--- src/rtl/synaptic_current_row_accumulator_assert.svh ---
// Assertion macros for the row accumulator
`ifndef SYNAPTIC_CURRENT_ROW_ACCUMULATOR_ASSERT_SVH
`define SYNAPTIC_CURRENT_ROW_ACCUMULATOR_ASSERT_SVH

// Check cons in the same cycle as ante
`define SCRA_ASSERT_NOW(lbl, ante, cons, msg) \
	lbl: assert property (@(posedge clk) disable iff (!arst_n) (ante) |-> (cons)) \
		else $error(msg);

// Check cons in the cycle after ante
`define SCRA_ASSERT_NEXT(lbl, ante, cons, msg) \
	lbl: assert property (@(posedge clk) disable iff (!arst_n) (ante) |=> (cons)) \
		else $error(msg);

`endif

--- src/rtl/scra_pkg.sv ---
`timescale 1ns / 1ps

package scra_pkg;

	localparam int WEIGHT_W = 16;
	localparam int VALUE_W = 16;
	localparam int CURRENT_W = 32;
	localparam int PROD_W = WEIGHT_W + VALUE_W;
	localparam int WSUM_W = 48;
	localparam int WTOT_W = 32;
	localparam int GAP_W = VALUE_W + WTOT_W;
	localparam int ACC_W = 50;
	localparam int RES_W = ACC_W + 1;

	localparam int IN_DATA_W = 80;
	localparam int WEIGHT_LSB = 0;
	localparam int SOURCE_LSB = 16;
	localparam int TARGET_LSB = 32;
	localparam int PRIOR_LSB = 48;
	localparam int OUT_DATA_W = 32;

	localparam int DEF_WEIGHT_FRAC_BITS = 14;

	typedef enum logic {
		MODE_SPIKE = 1'b0,
		MODE_GAP   = 1'b1
	} mode_t;

endpackage

--- src/rtl/synaptic_current_row_accumulator.sv ---
`timescale 1ns / 1ps

// A row's last beat passes through stages s1 to s5 and the output register before it appears on the output.
// Throughput: one input beat per cycle while the output is not stalled; one multiply-accumulate per beat.
// Input beats keep flowing while a result waits, until the pipeline fills.
// Reset (arst_n low, asynchronous): sums cleared, mode set to spike, pipeline empty.
module synaptic_current_row_accumulator #(
	parameter int WEIGHT_FRAC_BITS = scra_pkg::DEF_WEIGHT_FRAC_BITS
) (
	input  logic                              clk,
	input  logic                              arst_n,
	input  logic                              cfg_we,
	input  logic                              cfg_wdata,
	input  logic                              s_tvalid,
	output logic                              s_tready,
	// weight[15:0], source_value[31:16], target_voltage[47:32], prior_current[79:48]
	input  logic [scra_pkg::IN_DATA_W-1:0]    s_tdata,
	input  logic                              s_tlast,
	output logic                              m_tvalid,
	input  logic                              m_tready,
	// new_current[31:0]
	output logic [scra_pkg::OUT_DATA_W-1:0]   m_tdata,
	// saturated[0]
	output logic                              m_tuser
);

	localparam int WW = scra_pkg::WEIGHT_W;
	localparam int VW = scra_pkg::VALUE_W;
	localparam int CW = scra_pkg::CURRENT_W;
	localparam int PW = scra_pkg::PROD_W;
	localparam int SW = scra_pkg::WSUM_W;
	localparam int TW = scra_pkg::WTOT_W;
	localparam int GW = scra_pkg::GAP_W;
	localparam int AW = scra_pkg::ACC_W;
	localparam int RW = scra_pkg::RES_W;
	localparam logic [AW-1:0] HALF = AW'(1) << (WEIGHT_FRAC_BITS - 1);

	scra_pkg::mode_t mode_q;
	logic signed [SW-1:0] ws_q;
	logic signed [TW-1:0] wt_q;

	logic v1_s1, v2_s2, v3_s3, v4_s4, v5_s5, out_valid_q;
	logic rdy1, rdy2, rdy3, rdy4, rdy5, rdy_out;

	logic signed [WW-1:0] w_s1;
	logic signed [VW-1:0] src_s1;
	logic signed [VW-1:0] vt_s1;
	logic signed [CW-1:0] prior_s1;
	logic                 last_s1;

	logic signed [PW-1:0] prod_s2;
	logic signed [WW-1:0] w_s2;
	logic signed [VW-1:0] vt_s2;
	logic signed [CW-1:0] prior_s2;
	logic                 last_s2;

	logic signed [SW-1:0] ws_s3;
	logic signed [TW-1:0] wt_s3;
	logic signed [VW-1:0] vt_s3;
	logic signed [CW-1:0] prior_s3;

	logic signed [SW-1:0] ws_s4;
	logic signed [GW-1:0] gp_s4;
	logic signed [CW-1:0] prior_s4;

	logic [AW-1:0]        acc_s5;
	logic signed [CW-1:0] prior_s5;

	logic [CW-1:0] cur_q;
	logic          sat_q;

	logic signed [PW-1:0] prod;
	logic signed [SW-1:0] ws_nxt;
	logic signed [TW-1:0] wt_nxt;
	logic signed [GW-1:0] gap_prod;
	logic signed [GW-1:0] gp;
	logic [AW-1:0]        acc;
	logic signed [AW-1:0] shifted;
	logic [RW-1:0]        res;
	logic                 sat_hi, sat_lo;

	assign rdy_out  = !out_valid_q || m_tready;
	assign rdy5     = !v5_s5 || rdy_out;
	assign rdy4     = !v4_s4 || rdy5;
	assign rdy3     = !v3_s3 || rdy4;
	assign rdy2     = !v2_s2 || !last_s2 || rdy3;
	assign rdy1     = !v1_s1 || rdy2;
	assign s_tready = rdy1;

	assign prod     = w_s1 * src_s1;
	assign ws_nxt   = ws_q + {{(SW-PW){prod_s2[PW-1]}}, prod_s2};
	assign wt_nxt   = wt_q + {{(TW-WW){w_s2[WW-1]}}, w_s2};
	assign gap_prod = vt_s3 * wt_s3;
	assign gp       = (mode_q == scra_pkg::MODE_GAP) ? gap_prod : '0;
	assign acc    = {{(AW-SW){ws_s4[SW-1]}}, ws_s4} - {{(AW-GW){gp_s4[GW-1]}}, gp_s4} + HALF;

	assign shifted = $signed(acc_s5) >>> WEIGHT_FRAC_BITS;
	assign res     = {shifted[AW-1], shifted} + {{(RW-CW){prior_s5[CW-1]}}, prior_s5};
	assign sat_hi  = !res[RW-1] && (|res[RW-2:CW-1]);
	assign sat_lo  = res[RW-1] && !(&res[RW-2:CW-1]);

	always_ff @(posedge clk or negedge arst_n) begin
		if (!arst_n) begin
			mode_q      <= scra_pkg::MODE_SPIKE;
			ws_q        <= '0;
			wt_q        <= '0;
			v1_s1       <= 1'b0;
			v2_s2       <= 1'b0;
			v3_s3       <= 1'b0;
			v4_s4       <= 1'b0;
			v5_s5       <= 1'b0;
			out_valid_q <= 1'b0;
		end else begin
			if (cfg_we) begin
				mode_q <= scra_pkg::mode_t'(cfg_wdata);
			end
			if (rdy1) begin
				v1_s1 <= s_tvalid;
			end
			if (rdy2) begin
				v2_s2 <= v1_s1;
			end
			if (v2_s2 && (!last_s2 || rdy3)) begin
				if (last_s2) begin
					ws_q <= '0;
					wt_q <= '0;
				end else begin
					ws_q <= ws_nxt;
					wt_q <= wt_nxt;
				end
			end
			if (rdy3) begin
				v3_s3 <= v2_s2 && last_s2;
			end
			if (rdy4) begin
				v4_s4 <= v3_s3;
			end
			if (rdy5) begin
				v5_s5 <= v4_s4;
			end
			if (rdy_out) begin
				out_valid_q <= v5_s5;
			end
		end
	end

	always_ff @(posedge clk) begin
		if (s_tvalid && rdy1) begin
			w_s1     <= s_tdata[scra_pkg::WEIGHT_LSB +: WW];
			src_s1   <= s_tdata[scra_pkg::SOURCE_LSB +: VW];
			vt_s1    <= s_tdata[scra_pkg::TARGET_LSB +: VW];
			prior_s1 <= s_tdata[scra_pkg::PRIOR_LSB +: CW];
			last_s1  <= s_tlast;
		end
		if (v1_s1 && rdy2) begin
			prod_s2  <= prod;
			w_s2     <= w_s1;
			vt_s2    <= vt_s1;
			prior_s2 <= prior_s1;
			last_s2  <= last_s1;
		end
		if (v2_s2 && last_s2 && rdy3) begin
			ws_s3    <= ws_nxt;
			wt_s3    <= wt_nxt;
			vt_s3    <= vt_s2;
			prior_s3 <= prior_s2;
		end
		if (v3_s3 && rdy4) begin
			ws_s4    <= ws_s3;
			gp_s4    <= gp;
			prior_s4 <= prior_s3;
		end
		if (v4_s4 && rdy5) begin
			acc_s5   <= acc;
			prior_s5 <= prior_s4;
		end
		if (v5_s5 && rdy_out) begin
			sat_q <= sat_hi || sat_lo;
			if (sat_hi) begin
				cur_q <= {1'b0, {(CW-1){1'b1}}};
			end else if (sat_lo) begin
				cur_q <= {1'b1, {(CW-1){1'b0}}};
			end else begin
				cur_q <= res[CW-1:0];
			end
		end
	end

	assign m_tvalid = out_valid_q;
	assign m_tdata  = cur_q;
	assign m_tuser  = sat_q;

`include "synaptic_current_row_accumulator_assert.svh"

	`SCRA_ASSERT_NEXT(a_row_clears_sums, v2_s2 && last_s2 && rdy3, ws_q == '0 && wt_q == '0, "sums not cleared after row end")
	`SCRA_ASSERT_NEXT(a_result_reaches_out, v5_s5 && rdy_out, m_tvalid, "result lost between final stage and output")
	`SCRA_ASSERT_NOW(a_stall_only_when_full, !s_tready, v1_s1 && v2_s2 && last_s2 && v3_s3 && v4_s4 && v5_s5 && m_tvalid && !m_tready, "input stalled with room in pipeline")

endmodule
--- config.mk ---
export PLATFORM = sky130hd
export DESIGN_NAME = synaptic_current_row_accumulator
export DESIGN_NICKNAME = d
export VERILOG_FILES = /design/src/rtl/scra_pkg.sv /design/src/rtl/synaptic_current_row_accumulator.sv
export VERILOG_INCLUDE_DIRS = /design/src /design/src/rtl
export SDC_FILE = /design/constraint.sdc
export NUM_CORES = 2
export LEC_CHECK = 0
export BUFFER_PORTS_ARGS = -buffer_cell sky130_fd_sc_hd__buf_2
export CORE_ASPECT_RATIO = 1.1
export CORE_MARGIN = 2
export CORE_UTILIZATION = 25
export CTS_CLUSTER_DIAMETER = 200
export CTS_CLUSTER_SIZE = 8
export DETAILED_ROUTE_END_ITERATION = 8
export GPL_ROUTABILITY_DRIVEN = 0
export PLACE_DENSITY_LB_ADDON = 0.25
export SYNTH_ARGS = -nofsm -noshare
export SYNTH_HDL_FRONTEND = slang
export SYNTH_SLANG_ARGS = --single-unit
--- constraint.sdc ---
create_clock -name clk -period 14.6 [get_ports clk]
set_input_delay 0.73 -clock clk [delete_from_list [all_inputs] [get_ports clk]]
set_output_delay 0.73 -clock clk [all_outputs]
set_load 0.02 [all_outputs]
==> metrics <==
final hold vios=0; Routed Antenna Nets=0; Post-Syn Instances=5161; syn nets=6403; Critical Path, Cell by Cell=nand2_1, fa_1, fa_1, fa_1, inv_1, fa_1, fa_1, inv_1, fa_1, inv_1, ha_1, a21o_1, a21o_1, a21oi_1, o21ai_0, a31oi_1, o221ai_1, a21o_1, a41o_1, and4b_1, or4_1; core area=223400 um2; wire length per cell=18.23 um; Crit Path Class=register to register; count of cell types in the netlist=98; Max Cap Viol=0; Fin Setup TNS=0 ns; Tmin final=7.326 ns; CP endpoint kind=register; clock-pin slew on the worst setup and hold paths=0.07 ns; TritonCTS clock tree=yes; worst min path class=input port to register; post-CTS resize count=0; #FFs+latches synth=622; clk_lat worst skew=0.73 ns; Fillers=23.28k; CTS Buffer Depth=3; Starting Density=25.13%; register area share after synthesis=32.50%; Non-Filler Instances=8255; antenna violations before repair=5; Ys Warns=0; delay-heaviest family, CP=adder cells; Mapped Area=56130 um2; via count=36.51k; final worst-path cycle share=50.18%; CP max stage cell=edfxtp_1; Placed Area=60140 um2; Die X-Extent=455.8 um; crit path launch type=register; via/cell ratio=4.423; Slew HR=25.43%; std cell rows=182; first-pass GRT wire length=239.4 mm; die footprint=228300 um2; RSZ-0062 raised after global routing=no; Num Clock Sinks=622; Num CTS Buffers=89; critical path's largest stage delay=0.94 ns; pin count of the biggest net entering global routing=74; Pre-antenna DRT Iters=5; overall routing resource usage=13.47%; Final #Nets=6498; Crit path required time=15.08 ns; Routed WL=150.5 mm; DP Worst Slack=7.254 ns; Worst Max-Slew Pin Slew=1.114 ns; post-synthesis async set-or-reset flop share=13.99%; Layout area overhead=11.77%; placed cell count=8108; CP most frequent cell=fa_1; Worst R2R Start=wt_s3[22]; final worst slack=7.274 ns; worst hold start=s_tdata[30]; CP bufs+invs=3; DR DRC count=0; Crit. Startpoint=wt_s3[22]; post-route cell area=62740 um2; Die H=501.0 um; prevailing post-synth register cell=edfxtp_1; GRT overflow=0; 1st-iter DRT viols=1938; Avg Synthesized Cell Area=10.88 um2; final setup vio count=0; layout cells sized above 1=6.461%; Critical Path AT=7.80 ns; number of global-route vias before repair=40.51k; PortBufs=121; CP max FO=16; H-Tree Depth=3; Slew Limit Fails=0; EDFF count, synth=535; I/O pin cnt=122; clock root cell=clkbuf_16; outcome=complete, no violations; clock skew=0.07207 ns; HPWL after DPL=112.4 mm; Peak Freq=0.1365 GHz
-- logic make-up (layout without fill, tap and decap cells) --
family	Yosys count	in the layout	share of synthesized area, %
fa+ha+maj	1155	1155	35.79
compound gates	745	745	9.384
buf+inv	1121	1269	7.650
flops	622	622	32.50
xor+xnor	211	211	3.292
mux	5	5	0.08916
simple gates	1302	1302	11.30
other cells	0	2	0
-- Yosys cell counts, types with 7 or more instances --
| library cell | number | share of area (%) |
|---|---|---|
| nor2b_1 | 27 | 0.30 |
| nor3_1 | 40 | 0.36 |
| inv_1 | 952 | 6.4 |
| dfrtp_1 | 87 | 3.9 |
| nand2b_1 | 32 | 0.36 |
| a211oi_1 | 19 | 0.25 |
| nor2_1 | 171 | 1.1 |
| xor2_1 | 68 | 1.1 |
| o21bai_1 | 41 | 0.55 |
| o21ai_0 | 91 | 0.81 |
| ha_1 | 404 | 9.0 |
| nand2_1 | 544 | 3.6 |
| and3_1 | 28 | 0.31 |
| or3_1 | 12 | 0.13 |
| o31ai_1 | 9 | 0.12 |
| a22o_1 | 68 | 1.1 |
| o22ai_1 | 23 | 0.26 |
| a41oi_1 | 7 | 0.11 |
| and2_1 | 315 | 3.5 |
| a21o_1 | 128 | 1.7 |
| clkbuf_1 | 152 | 1.0 |
| fa_1 | 751 | 27 |
| o211ai_1 | 15 | 0.20 |
| nand3b_1 | 7 | 0.094 |
| edfxtp_1 | 535 | 29 |
| a31oi_1 | 22 | 0.25 |
| or2_2 | 11 | 0.12 |
| xnor2_1 | 143 | 2.2 |
| nand3_1 | 42 | 0.37 |
| a21oi_1 | 188 | 1.7 |
| nand4_1 | 30 | 0.33 |
| nor4_1 | 7 | 0.078 |
| buf_6 | 7 | 0.14 |
| o22ai_2 | 10 | 0.22 |
| o21a_1 | 25 | 0.33 |
-- metrics by stage --
stage	util, %	hold WS, ns
6_report	28.09	0.1623
3_5_place_dp	26.92	0.4045
4_1_cts	28.08	0.07658
3_3_place_gp	26.92	0.4041
2_1_floorplan	-	0.4003
5_1_grt	28.08	0.1018
-- cell usage in the layout (no fill, tap or decap), drive strengths merged, types with 17 or more instances in the layout --
cell	netlist	layout
o21a	25	25
xor2	68	68
and2	316	316
nor2b	27	27
inv	952	955
and3	29	29
o21ai	98	98
a22o	68	68
a211oi	23	23
xnor2	143	143
clkbuf	152	135
nor3	42	42
nand4	30	30
nand3	42	42
o22ai	33	33
o211ai	17	17
a31oi	23	23
dfrtp	87	87
edfxtp	535	535
nand2b	32	32
fa	751	751
a21o	129	129
o21bai	41	41
buf	13	170
nand2	544	544
a21oi	193	193
nor2	172	172
ha	404	404
-- layer usage --
metal	vias up	wire length, um	GRT usage [%]
li1	16971	-	-
met1	18762	67960	17.47
met2	596	74230	23.71
met3	181	4932	1.582
met4	4	3368	3.498
met5	-	27	0
-- state kept, by name (all words and copies together) (netlist names), 36 cells and up --
register,flops
ws_q,48
acc_s5,36
ws_s3,48
ws_s4,48
gp_s4,48
-- cell type report --
class | instances | area [um2] | area share, %
multi-input cells | 3418 | 33660 | 53.65
flip-flops and latches | 622 | 18240 | 29.08
well taps | 2944 | 3684 | 5.871
inverters | 954 | 3581 | 5.708
clock buffers | 135 | 2421 | 3.859
repair buffers | 171 | 985.9 | 1.571
clock inverters | 9 | 161.4 | 0.2573
diodes | 2 | 5.005 | 0.007977
-- repair_timing --
item / 4_1_cts / 5_1_grt
hold endpoints to repair: 32 / 0
hold buffers: 1 / 0
buffers inserted: 0 / 0
-- path summary, 6_finish.rpt --
kind	endpoint	slack, ns	cells past startpoint
setup / recovery	gp_s4[42]	7.27	21
hold / removal	src_s1[14]	0.16	1
setup reg to reg	gp_s4[42]	7.27	21
hold reg to reg	prior_s5[2]	0.40	0
max in group asynchronous	ws_q[29]	12.79	3
min in group asynchronous	wt_q[27]	0.52	2
Power is left out: the tool's default activity adds up to more than one toggle a clock period on the data nets, which glitch-free logic cannot reach.
